`src/rtl/core/sgp_div_cell.sv`:
```
// One quotient bit of the pipelined restoring divider.
`default_nettype none
module sgp_div_cell #(
	parameter int W  = 24,
	parameter int NB = 16
) (
	input  wire logic          clk,
	input  wire logic          en,
	input  wire logic [W-1:0]  rem_i,
	input  wire logic [W-1:0]  den_i,
	input  wire logic [NB-1:0] low_i,
	input  wire logic [NB-1:0] q_i,
	output logic      [W-1:0]  rem_q,
	output logic      [W-1:0]  den_q,
	output logic      [NB-1:0] low_q,
	output logic      [NB-1:0] q_q
);
	logic [W:0] t;
	logic       ge;

	always_comb begin
		t  = {rem_i, low_i[NB-1]};
		ge = t >= {1'b0, den_i};
	end

	always_ff @(posedge clk) begin
		if (en) begin
			rem_q <= ge ? W'(t - {1'b0, den_i}) : W'(t);
			den_q <= den_i;
			low_q <= low_i << 1;
			q_q   <= {q_i[NB-2:0], ge};
		end
	end
endmodule
`default_nettype wire
```
`config.mk`:
```
export PLATFORM = sky130hd
export DESIGN_NAME = sgp_div_cell
export DESIGN_NICKNAME = d
export VERILOG_FILES = /design/src/rtl/core/sgp_div_cell.sv
export SDC_FILE = /design/constraint.sdc
export NUM_CORES = 1
export LEC_CHECK = 0
export BUFFER_PORTS_ARGS = -buffer_cell sky130_fd_sc_hd__buf_2
export CORE_ASPECT_RATIO = 0.5
export CORE_UTILIZATION = 47
export DETAILED_ROUTE_END_ITERATION = 8
export GPL_ROUTABILITY_DRIVEN = 0
export PLACE_DENSITY = 0.8
export SLEW_MARGIN = 0
export SYNTH_ARGS = -nofsm -noshare
export SYNTH_HDL_FRONTEND = slang
export SYNTH_SLANG_ARGS = --single-unit
```
`constraint.sdc`:
```
create_clock -name clk -period 5.2 [get_ports clk]
set_input_delay 0.26 -clock clk [delete_from_list [all_inputs] [get_ports clk]]
set_output_delay 0.26 -clock clk [all_outputs]
set_load 0.05 [all_outputs]
```
==> results.yml <==
power:
  max-vdd-ir-drop_v: 0.000170
  power.share.sequential_pct: 38.5
  comb_power_share_pct: 28.2
  internal_power_mw: 1.37
  power.switching_fraction_pct: 33.5
  powerDensity_nw_per_um2: 372
  power_frac_clock_pct: 33.3
  leakage_dissipation_nw: 2.39
  netSwitchingPower_mw: 0.690
route:
  route.detailed.wl_per_inst_um: 16.4
  drc: 25
  drtPass1Iterations: 6
  drt_iter0_drc: 396
  dr_total_vias: 3515
  antenna_violating_nets_post_route: 0
  drt-total-wl_um: 10500
  drt-vias-per-instance: 5.51
layout:
  drive_above_1_share_pct: 38.6
  area.growth.synth_to_final_pct: 26.8
  layout.cells.most_common: "buf_2"
  num-nets-final: 623
  mostFrequentLayoutCells: "buf_2, edfxtp_1, inv_1"
  insertedDiodeCount: 0
  final_design_area_no_fill_um2: 5550
global_routing:
  met3_capacity_usage_during_global_routing_pct: 6.10
  grt_remaining_overflow: 0
  grt_start_max_net_pins: 80
  grt_pass1_vias: 3279
  globalRouteTotalUtil_pct: 22.4
  met1_usage_pct: 31.2
  grt_most_used_layer: "met2"
  grt_antenna_before_repair: 0
  grt.met2_usage_pct: 34.2
  grt_first_pass_wirelength_um: 16800
worst_hold_path:
  min_path_type: "input pin to flip-flop"
critical_path:
  path_max_fanout: 7
  cp.required_ns: 5.41
  criticalPathCategory: "input pin to flip-flop"
  crit_arrival_ns: 2.80
  critical_path.endpoint_type: "flip-flop"
  worstSetupStartpointType: "input pin"
job:
  cap_violations: 0
clocking:
  hold_buffers: 0
  cts_inserted_buffers: 9
  htreeDepth: 3
  cts_root_buffer: "clkbuf_16"
  cts_tree: "done"
  clock-sinks: 79
  post_cts_repair_timing_setup_buffer_count: 0
  post_cts_resize_count: 0
  clock_tree.buffer_depth: 2
  clkSlewWorstSetupHoldPaths_ns: 0.06
floorplan:
  die_w_um: 138
  io-pin-count: 162
  core_region_area_um2: 8860
  die_area_um2: 9720
  initial_core_util_pct: 49.4
  floorplan.die.height_um: 70.2
  std_cell_rows: 24
place:
  area_after_detailed_placement_um2: 5220
  portBuffers: 159
  detailed_place_hpwl_um: 7710
synth:
  synth_enable_flop_cells: 79
  async_reset_ff_share_pct: 0
  synth_ff_type: "edfxtp_1"
  ys_types: 62
  synth_seq_area_share_pct: 54.2
  netlist_area_um2: 4370
  postSynthRegisterBits: 79
  synthesis.area_per_instance_um2: 12.1
  synthesis.yosys.warnings: 0
  mappedNetlistNets: 467
  syn-instance-count: 360
timing:
  max_clock_freq_mhz: 387
  final-hold-violation-count: 0
  slew_margin_rel_pct: 33.6
  rsz_0062_raised_after_global_routing: "false"
  setup_tns_ns: 0
  setup-violations-final: 0
  slew_limit_fails: 0
  worst_slew_pin_slew_ns: 0.995
  timing.final.crit_period_ns: 2.58
  min_period_over_period_pct: 49.7
run_status:
  result_of_the_run: "finished, violations left"
  failed_checks: "design-rule violations"
-- power groups by stage --
| stage | sequential [mW] | combinational (mW) | clock (mW) |
|---|---|---|---|
| after global routing | 0.801 | 0.616 | 0.720 |
| after floorplan | 1.04 | 0.204 | 0 |
| final | 0.794 | 0.581 | 0.686 |
| after global placement | 0.806 | 0.568 | 0 |
| after detailed placement | 0.808 | 0.577 | 0 |
| after CTS | 0.795 | 0.580 | 0.697 |
-- registers in the layout (all words and copies together) (netlist names) --
| name | flops |
|---|---|
| q_q | 16 |
| rem_q | 24 |
| low_q | 15 |
| den_q | 24 |
-- critical path, cell delays in order --
cell      delay [ns]
buf_2           0.11
inv_1           0.05
ha_1            0.38
a21oi_1         0.32
o21ai_0         0.27
o311ai_1        0.83
buf_4           0.30
and3_1          0.17
a31o_2          0.10
-- Yosys cell counts, types with 2 or more instances --
cell type | instances | area [µm²]
or3_1 | 4 | 25.0
nand4_1 | 7 | 43.8
or2_2 | 2 | 12.5
nand3_1 | 16 | 80.1
edfxtp_1 | 79 | 2370
a31oi_1 | 2 | 12.5
and3_1 | 6 | 37.5
buf_2 | 5 | 25.0
a21oi_1 | 24 | 120
o21a_1 | 9 | 67.6
clkbuf_1 | 6 | 22.5
o211a_1 | 2 | 20.0
o211ai_1 | 3 | 22.5
nand2_1 | 16 | 60.1
buf_6 | 3 | 33.8
and2_1 | 2 | 12.5
xnor2_1 | 8 | 70.1
ha_1 | 24 | 300
o2111ai_1 | 3 | 26.3
o21ai_0 | 14 | 70.1
xor2_1 | 3 | 26.3
o31a_1 | 4 | 35.0
nor3b_1 | 2 | 15.0
nor2b_1 | 4 | 25.0
inv_1 | 33 | 124
mux2_4 | 5 | 75.1
mux2_2 | 5 | 56.3
o31ai_1 | 7 | 52.6
nor2_1 | 10 | 37.5
a21boi_0 | 3 | 22.5
o221ai_1 | 4 | 35.0
a211oi_1 | 3 | 22.5
nor3_1 | 13 | 65.1
-- path summary, 6_finish.rpt --
path | slack, ns | end | from | cells after the start
hold / removal | 0.09 | low_q[3] | low_i[2] | 1
setup / recovery | 2.62 | rem_q[14] | den_i[12] | 9
-- cells by family (layout without fill, tap and decap cells) --
logic type      after synthesis  count (layout)  synth area share [%]
fa+ha+maj                    25              25                  7.32
compound gates               96              96                  16.6
buf+inv                      50             211                  5.52
other cells                   1               1                0.0858
mux                          10              10                  3.00
flops                        79              79                  54.2
simple gates                 88              88                  11.0
xor+xnor                     11              11                  2.20
-- stage by stage --
| step | worst slack (ns) | total power [mW] | utilization [%] | hold WS, ns | cells |
|---|---|---|---|---|---|
| after detailed placement | 2.36 | 1.38 | 59.0 | 0.438 | 622 |
| after global routing | 2.50 | 2.14 | 62.6 | 0.0813 | 638 |
| after CTS | 2.69 | 2.07 | 62.6 | 0.0834 | 638 |
| after floorplan | 2.78 | 1.24 | - | 0.359 | 360 |
| after global placement | 2.37 | 1.37 | 59.0 | 0.437 | 622 |
| final | 2.62 | 2.06 | 62.6 | 0.0916 | 638 |
-- cell type report --
cell class              instances  area (µm²)
clock buffers                  10         229
repair buffers                161         813
clock inverters                 6        92.6
multi-input cells             231        1760
well taps                     117         146
inverters                      34         133
fillers                       737        3310
flip-flops and latches         79        2370
-- routing by layer --
| layer | vias to the layer above | share of wire, % |
|---|---|---|
| li1 | 1687 | - |
| met1 | 1669 | 47 |
| met2 | 139 | 44 |
| met3 | 20 | 7.2 |
| met4 | 0 | 1.8 |
| met5 | - | 0 |
Power figures use the tool's default switching activity.
