File: src/rtl/core/sgp_sqrt_cell.sv
// One bit of the pipelined integer square root.
`default_nettype none
module sgp_sqrt_cell #(
	parameter int RADW = 64,
	parameter int LW   = 32
) (
	input  wire logic            clk,
	input  wire logic            en,
	input  wire logic [RADW-1:0] rad_i,
	input  wire logic [LW+1:0]   rem_i,
	input  wire logic [LW-1:0]   root_i,
	output logic      [RADW-1:0] rad_q,
	output logic      [LW+1:0]   rem_q,
	output logic      [LW-1:0]   root_q
);
	localparam int RW = LW + 2;

	logic [RW+1:0] t;
	logic [RW+1:0] trial;
	logic          ge;

	always_comb begin
		t     = {rem_i, rad_i[RADW-1 -: 2]};
		trial = (RW+2)'({root_i, 2'b01});
		ge    = t >= trial;
	end

	always_ff @(posedge clk) begin
		if (en) begin
			rad_q  <= rad_i << 2;
			rem_q  <= ge ? RW'(t - trial) : RW'(t);
			root_q <= {root_i[LW-2:0], ge};
		end
	end
endmodule
`default_nettype wire

File: config.mk
export PLATFORM = sky130hd
export DESIGN_NAME = sgp_sqrt_cell
export DESIGN_NICKNAME = d
export VERILOG_FILES = /design/src/rtl/core/sgp_sqrt_cell.sv
export SDC_FILE = /design/constraint.sdc
export NUM_CORES = 1
export LEC_CHECK = 0
export ABC_AREA = 0
export BUFFER_PORTS_ARGS = -buffer_cell sky130_fd_sc_hd__buf_2
export CAP_MARGIN = 25
export CORE_ASPECT_RATIO = 0.7
export CORE_MARGIN = 3
export CORE_UTILIZATION = 49
export CTS_BUF_LIST = sky130_fd_sc_hd__clkbuf_8 sky130_fd_sc_hd__clkbuf_16
export DETAILED_ROUTE_END_ITERATION = 10
export HOLD_SLACK_MARGIN = 0.06
export PLACE_DENSITY = 0.81
export SYNTH_ARGS = -nofsm -noshare
export SYNTH_HDL_FRONTEND = slang
export SYNTH_SLANG_ARGS = --single-unit
File: constraint.sdc
create_clock -name clk -period 3.15 [get_ports clk]
set_input_delay 0.1575 -clock clk [delete_from_list [all_inputs] [get_ports clk]]
set_output_delay 0.1575 -clock clk [all_outputs]
set_load 0.05 [all_outputs]
==> results.toml, run 1 <==
[drt]
dr.first_iter.drc_count = 271
avgRoutedWirePerCell_um = 18.1
vias_per_cell = 5.28
drt_wl_total_um = 19200
drc = 0
detail_route.first_pass.iterations = 5
num_vias = 5599
ant_nets = 0

[finish]
final_common_cell = "buf_2"
layout_common_cells = "buf_2, edfxtp_1, dlygate4sd3_1"
n_fill_cell = 795
drive_gt1_share_pct = 35.5
synthToLayoutAreaGrowth_pct = 50.4
stdcell_count = 1061
n_antenna_cell = 0
multi_input_area_um2 = 2220
seqCellArea_um2 = 3840
design_area_um2 = 9500
final_nets = 1052

[die]
dieArea_um2 = 14300
pin_count = 262
start_util_pct = 50.5
die_h_um = 101
core-area_um2 = 12500
rows = 34
die_x_um = 142

[yosys]
synth_top_flop_cell = "edfxtp_1"
yosys.cell_types.count = 62
synth_xor_area_share_pct = 3.74
synth_area_um2 = 6310
ys_seq_area_share_pct = 60.9
yosysTopAreaCellShare_pct = 60.9
synth_compound_area_share_pct = 14.8
ys_ff_latch = 128
syn_area_per_cell_um2 = 12.5
yosysWarnings = 0
synth_mux_area_share_pct = 0.872
synth_top_family_by_area = "compound AO/OA/AOI/OAI gates"
synth-edff-count = 128
yosys.area_share.simple_pct = 8.88
synth_cells = 507
synth_area_leaders = "edfxtp_1, ha_1, nand2_1"
ys_async_sr_fraction_pct = 0
synth_top_area_cell = "edfxtp_1"
synthAdderAreaFrac_pct = 6.74

[global_routing]
grt-ovfl-total = 0
grt_pass1_wl_um = 29200
track_usage_pct = 26.1
grt_pass1_vias = 5674
antenna_found_initial = 0
grt_max_degree = 72

[sta]
fin_crit_ns = 3.04
clock.fmax_mhz = 329
min_period_over_period_pct = 96.6
drv_slew = 0
finalSetupViolCount = 0
fin_ws_ns = 0.108
worstMarginPinSlew_ns = 0.778
slew_headroom_pct = 48.1
hold_violations = 0
hold_ws_ns = 0.0707

[placed_design]
dp_slack_ns = 0.197
hpwl_um = 12800
place_congestion = 0.899
port_buffers = 259
placed_area_um2 = 7780
dp_cells = 918

[clocking]
cts_tree = "yes"
cts_buffer_depth = 2
clock_sinks = 128
cts_made_buffers = 17
cts_setup_buffers = 0
cts-htree-levels = 4
clockRootBuffer = "clkbuf_16"
path_clk_slew_ns = 0.06

[worst_hold_path]
min_path_type = "primary input to register"
hold_end = "rem_q[8]"
worstHoldStart = "rem_i[6]"
min_delay_path_depth = 3

[power_and_ir_drop]
p_total_mw = 5.70
leakage_nw = 4.23
powerDensity_nw_per_um2 = 600
vdd_drop_max_uv = 418

[setup_path]
path_cells = "dlygate4sd3_1, buf_2, inv_1, ha_1, a21o_1, a221oi_1, o31a_1, o221ai_1, a211oi_1, o21a_4, clkinv_2, mux2_4"
path_class = "primary input to register"
cp_data_required_time_ns = 3.30
cp_max_fo = 19
worst_path_largest_cell_delay_ns = 0.57
cp.arrival_ns = 3.20
crit_slowest_cell = "dlygate4sd3_1"
end_kind = "register"
start_kind = "primary input"

[flow_run]
max_cap_violations = 0

[run_status]
status = "finished, final reports clean"
[report_power, final]
| group | internal (mW) | switching (mW) |
|---|---|---|
| logic | 0.475 | 1.08 |
| registers | 2.09 | 0.0505 |
| clock network | 1.19 | 0.809 |
| total | 3.75 | 1.94 |
[synthesized netlist by cell type, drive strengths merged, types with 2 or more instances]
cell type	n
nand2b	5
nand3	6
o41ai	3
xnor2	14
nor2	18
inv	42
o31a	2
clkbuf	7
a21o	20
a211oi	2
nor3	10
o21ai	46
o31ai	5
mux2i	4
o21a	3
and3	5
nand4	7
a31o	2
xor2	13
nand2	58
a31oi	5
a21oi	28
edfxtp	128
and2	5
ha	34
o221ai	2
o211ai	3
buf	9
a21boi	2
[sequential cells by signal (all words and copies together) (netlist names)]
| register | flops |
|---|---|
| rem_q | 34 |
| rad_q | 62 |
| root_q | 32 |
[timing repair]
action / 4_1_cts / 5_1_grt
endpoints found under the setup margin: 0 / 26
hold endpoints to repair: 111 / 0
hold buffers: 111 / 0
resized for setup: 0 / 3
[per-layer routing]
| layer | vias to the layer above | global-route usage, % | share of wire [%] |
|---|---|---|---|
| li1 | 2627 | - | - |
| met1 | 2668 | 32.5 | 40 |
| met2 | 267 | 46.0 | 51 |
| met3 | 37 | 5.93 | 7.4 |
| met4 | 0 | 7.30 | 2.1 |
| met5 | - | 0 | 0 |
[per-stage QoR]
| step | setup TNS (ns) | utilization (%) |
|---|---|---|
| 2_1_floorplan | 0 | - |
| 3_3_place_gp | 0 | 62.2 |
| 3_5_place_dp | 0 | 62.2 |
| 4_1_cts | 0 | 75.8 |
| 5_1_grt | -0.242 | 76.0 |
| 6_report | 0 | 76.0 |
[critical path, delay by kind of cell]
family / cells / cell delay (ns)
multiplexers: 1 / 0.30
buffers and inverters: 4 / 0.87
AO/OA/AOI/OAI: 6 / 1.48
adder cells (fa/ha/maj): 1 / 0.37
[worst max-delay path by stage]
stage | from | endpoint | slack (ns) | cells after the start
5_1_grt | root_i[15] | rem_q[27] | -0.05 | 12
4_1_cts | rem_i[15] | rem_q[7] | 0.08 | 11
3_3_place_gp | rem_i[15] | rem_q[30] | 0.32 | 10
6_report | root_i[15] | rem_q[27] | 0.11 | 12
3_5_place_dp | rem_i[15] | rem_q[2] | 0.20 | 10
2_1_floorplan | root_i[9] | rem_q[27] | 0.75 | 10
[cells by family (layout without fill, tap and decap cells)]
logic type / after synthesis / count (layout)
AO/OA/AOI/OAI: 133 / 133
flip-flops: 128 / 128
other: 1 / 2
adder cells (fa/ha/maj): 34 / 34
buffers and inverters: 59 / 450
multiplexers: 5 / 5
AND/OR/NAND/NOR: 120 / 120
XOR/XNOR: 27 / 27
[cell type report]
cell class / instances / area share [%]
clock buffer: 17 / 4.48
clock inverter: 15 / 1.82
inverter: 43 / 1.71
multi-input combinational: 321 / 23.4
sequential: 128 / 40.5
tap: 162 / 2.13
timing repair buffer: 375 / 26.0
(Power assumes the default switching activity.)
==> run 2, diff against run 1 <==
Settings changed: ABC_AREA 0 to not set, CORE_ASPECT_RATIO 0.7 to not set, RECOVER_POWER set to 25.
==> run 2 against run 1 <==
Net effect: the run now ends with capacitance limit, slew limit left; global-route usage rose by 4.0 points; die area fell by 0.16%; design area rose by 0.11%; via count rose by 6.2%; first-iteration DRC count rose by 90%; core utilization rose by 1.3 points; sequential power barely moved; final cell count rose by 1.3%; critical path type unchanged; critical endpoint is now rem_q[26]; largest cell class unchanged.
==> results.toml, run 2 (same netlist as run 1, synthesis figures left out) <==
[sta]
rsz0062_at_grt = "no"
fin_crit_ns = 2.95
slew_headroom_pct = -93.2
hold_violations = 0
min_period_over_period_pct = 93.5
fin_ws_ns = 0.203
drv_slew = 50
clock.fmax_mhz = 339
hold_ws_ns = 0.0628
setup_tns_ns = 0
finalSetupViolCount = 0
worstMarginPinSlew_ns = 2.90

[global_routing]
antenna_found_initial = 2
grt_util_met2_pct = 52.6
gr-usage-met1_pct = 33.1
track_usage_pct = 30.1
met3_usage_pct = 8.53
grt_max_degree = 80
grt_busiest_layer = "met2"
grt_pass1_wl_um = 32800
grt_pass1_vias = 5939
grt-ovfl-total = 0

[placed_design]
port_buffers = 259
dp_slack_ns = 0.268
hpwl_um = 12700
dp_cells = 922
place_congestion = 0.865

[finish]
seqCellArea_um2 = 3840
drive_gt1_share_pct = 30.3
max_flop_register = "rad_q"
largest_register_ffs = 62
largestRegisters = "rad_q (62), rem_q (34), root_q (32)"
n_fill_cell = 766
multi_input_area_um2 = 2220
stdcell_count = 1075
final_nets = 1058
synthToLayoutAreaGrowth_pct = 50.6
layout_common_cells = "buf_2, edfxtp_1, dlygate4sd3_1"
final_common_cell = "buf_2"

[drt]
drc = 0
vias_per_cell = 5.53
dr.first_iter.drc_count = 514
drt_wl_total_um = 22000
avgRoutedWirePerCell_um = 20.5
detail_route.first_pass.iterations = 6
num_vias = 5948
ant_nets = 0

[die]
rows = 40
core-area_um2 = 12300
pin_count = 262
die_h_um = 120
die_x_um = 120
start_util_pct = 51.3
dieArea_um2 = 14300

[run_status]
failed_checks = "capacitance limit, slew limit"
status = "complete, but fails checks"

[clocking]
path_clk_slew_ns = 0.06
clockRootBuffer = "clkbuf_16"
cts_tree = "yes"
cts-htree-levels = 4
cts_made_buffers = 17
clock_sinks = 128
cts_buffer_depth = 2

[setup_path]
end_kind = "register"
start_kind = "primary input"
cp.arrival_ns = 3.11
cp_data_required_time_ns = 3.31
cp_max_fo = 8
path_class = "primary input to register"

[power_and_ir_drop]
powerDensity_nw_per_um2 = 605
vdd_drop_max_uv = 323
leakage_nw = 4.14

[worst_hold_path]
min_path_type = "primary input to register"

[flow_run]
max_cap_violations = 1
## run 2: repair_timing
action                                  CTS  global route
resized for setup                         0             1
buffers inserted                          0             4
hold buffers                            114             1
endpoints found under the hold margin   114             1
endpoints found under the setup margin    0            25
## run 2: metal layers
metal / share of wire (%) / routed length [µm]
met1: 35 / 7810
met2: 52 / 11400
met3: 7.9 / 1740
met4: 4.9 / 1070
met5: 0 / 0
## run 2: worst paths after layout
| path | endpoint | startpoint | depth (start not counted) |
|---|---|---|---|
| max | rem_q[26] | root_i[13] | 13 |
| min | rem_q[28] | rem_i[26] | 3 |
## run 2: worst max-delay path, cell delays in order
cell and delay, ns:
dlygate4sd3_1 0.52, clkbuf_1 0.14, inv_1 0.07, ha_1 0.43
nand4_2 0.17, nor4_1 0.35, nand2_1 0.10, o311ai_1 0.26
a211oi_1 0.10, o21a_4 0.26, buf_4 0.17, and2_2 0.19
a31o_1 0.18
## run 2: report_power, final
group	total, mW	switching [mW]	internal, mW
clock	2.01	0.775	1.24
combinational	1.59	1.11	0.473
sequential	2.15	0.0612	2.09
## run 2: per-stage QoR
stage	util [%]	cell area [µm²]	power [mW]
5_1_grt	77.2	9510	5.92
4_1_cts	77.3	9520	5.68
3_5_place_dp	63.2	7780	3.59
6_report	77.2	9510	5.75
2_1_floorplan	-	6320	3.20
3_3_place_gp	63.2	7780	3.56
## run 2: final cells by class
cell class,instances,area share [%]
clock inverter,15,1.76
sequential,128,40.4
clock buffer,17,4.47
inverter,43,1.71
multi-input combinational,321,23.4
antenna,2,0.0526
timing repair buffer,381,26.0
tap,168,2.21
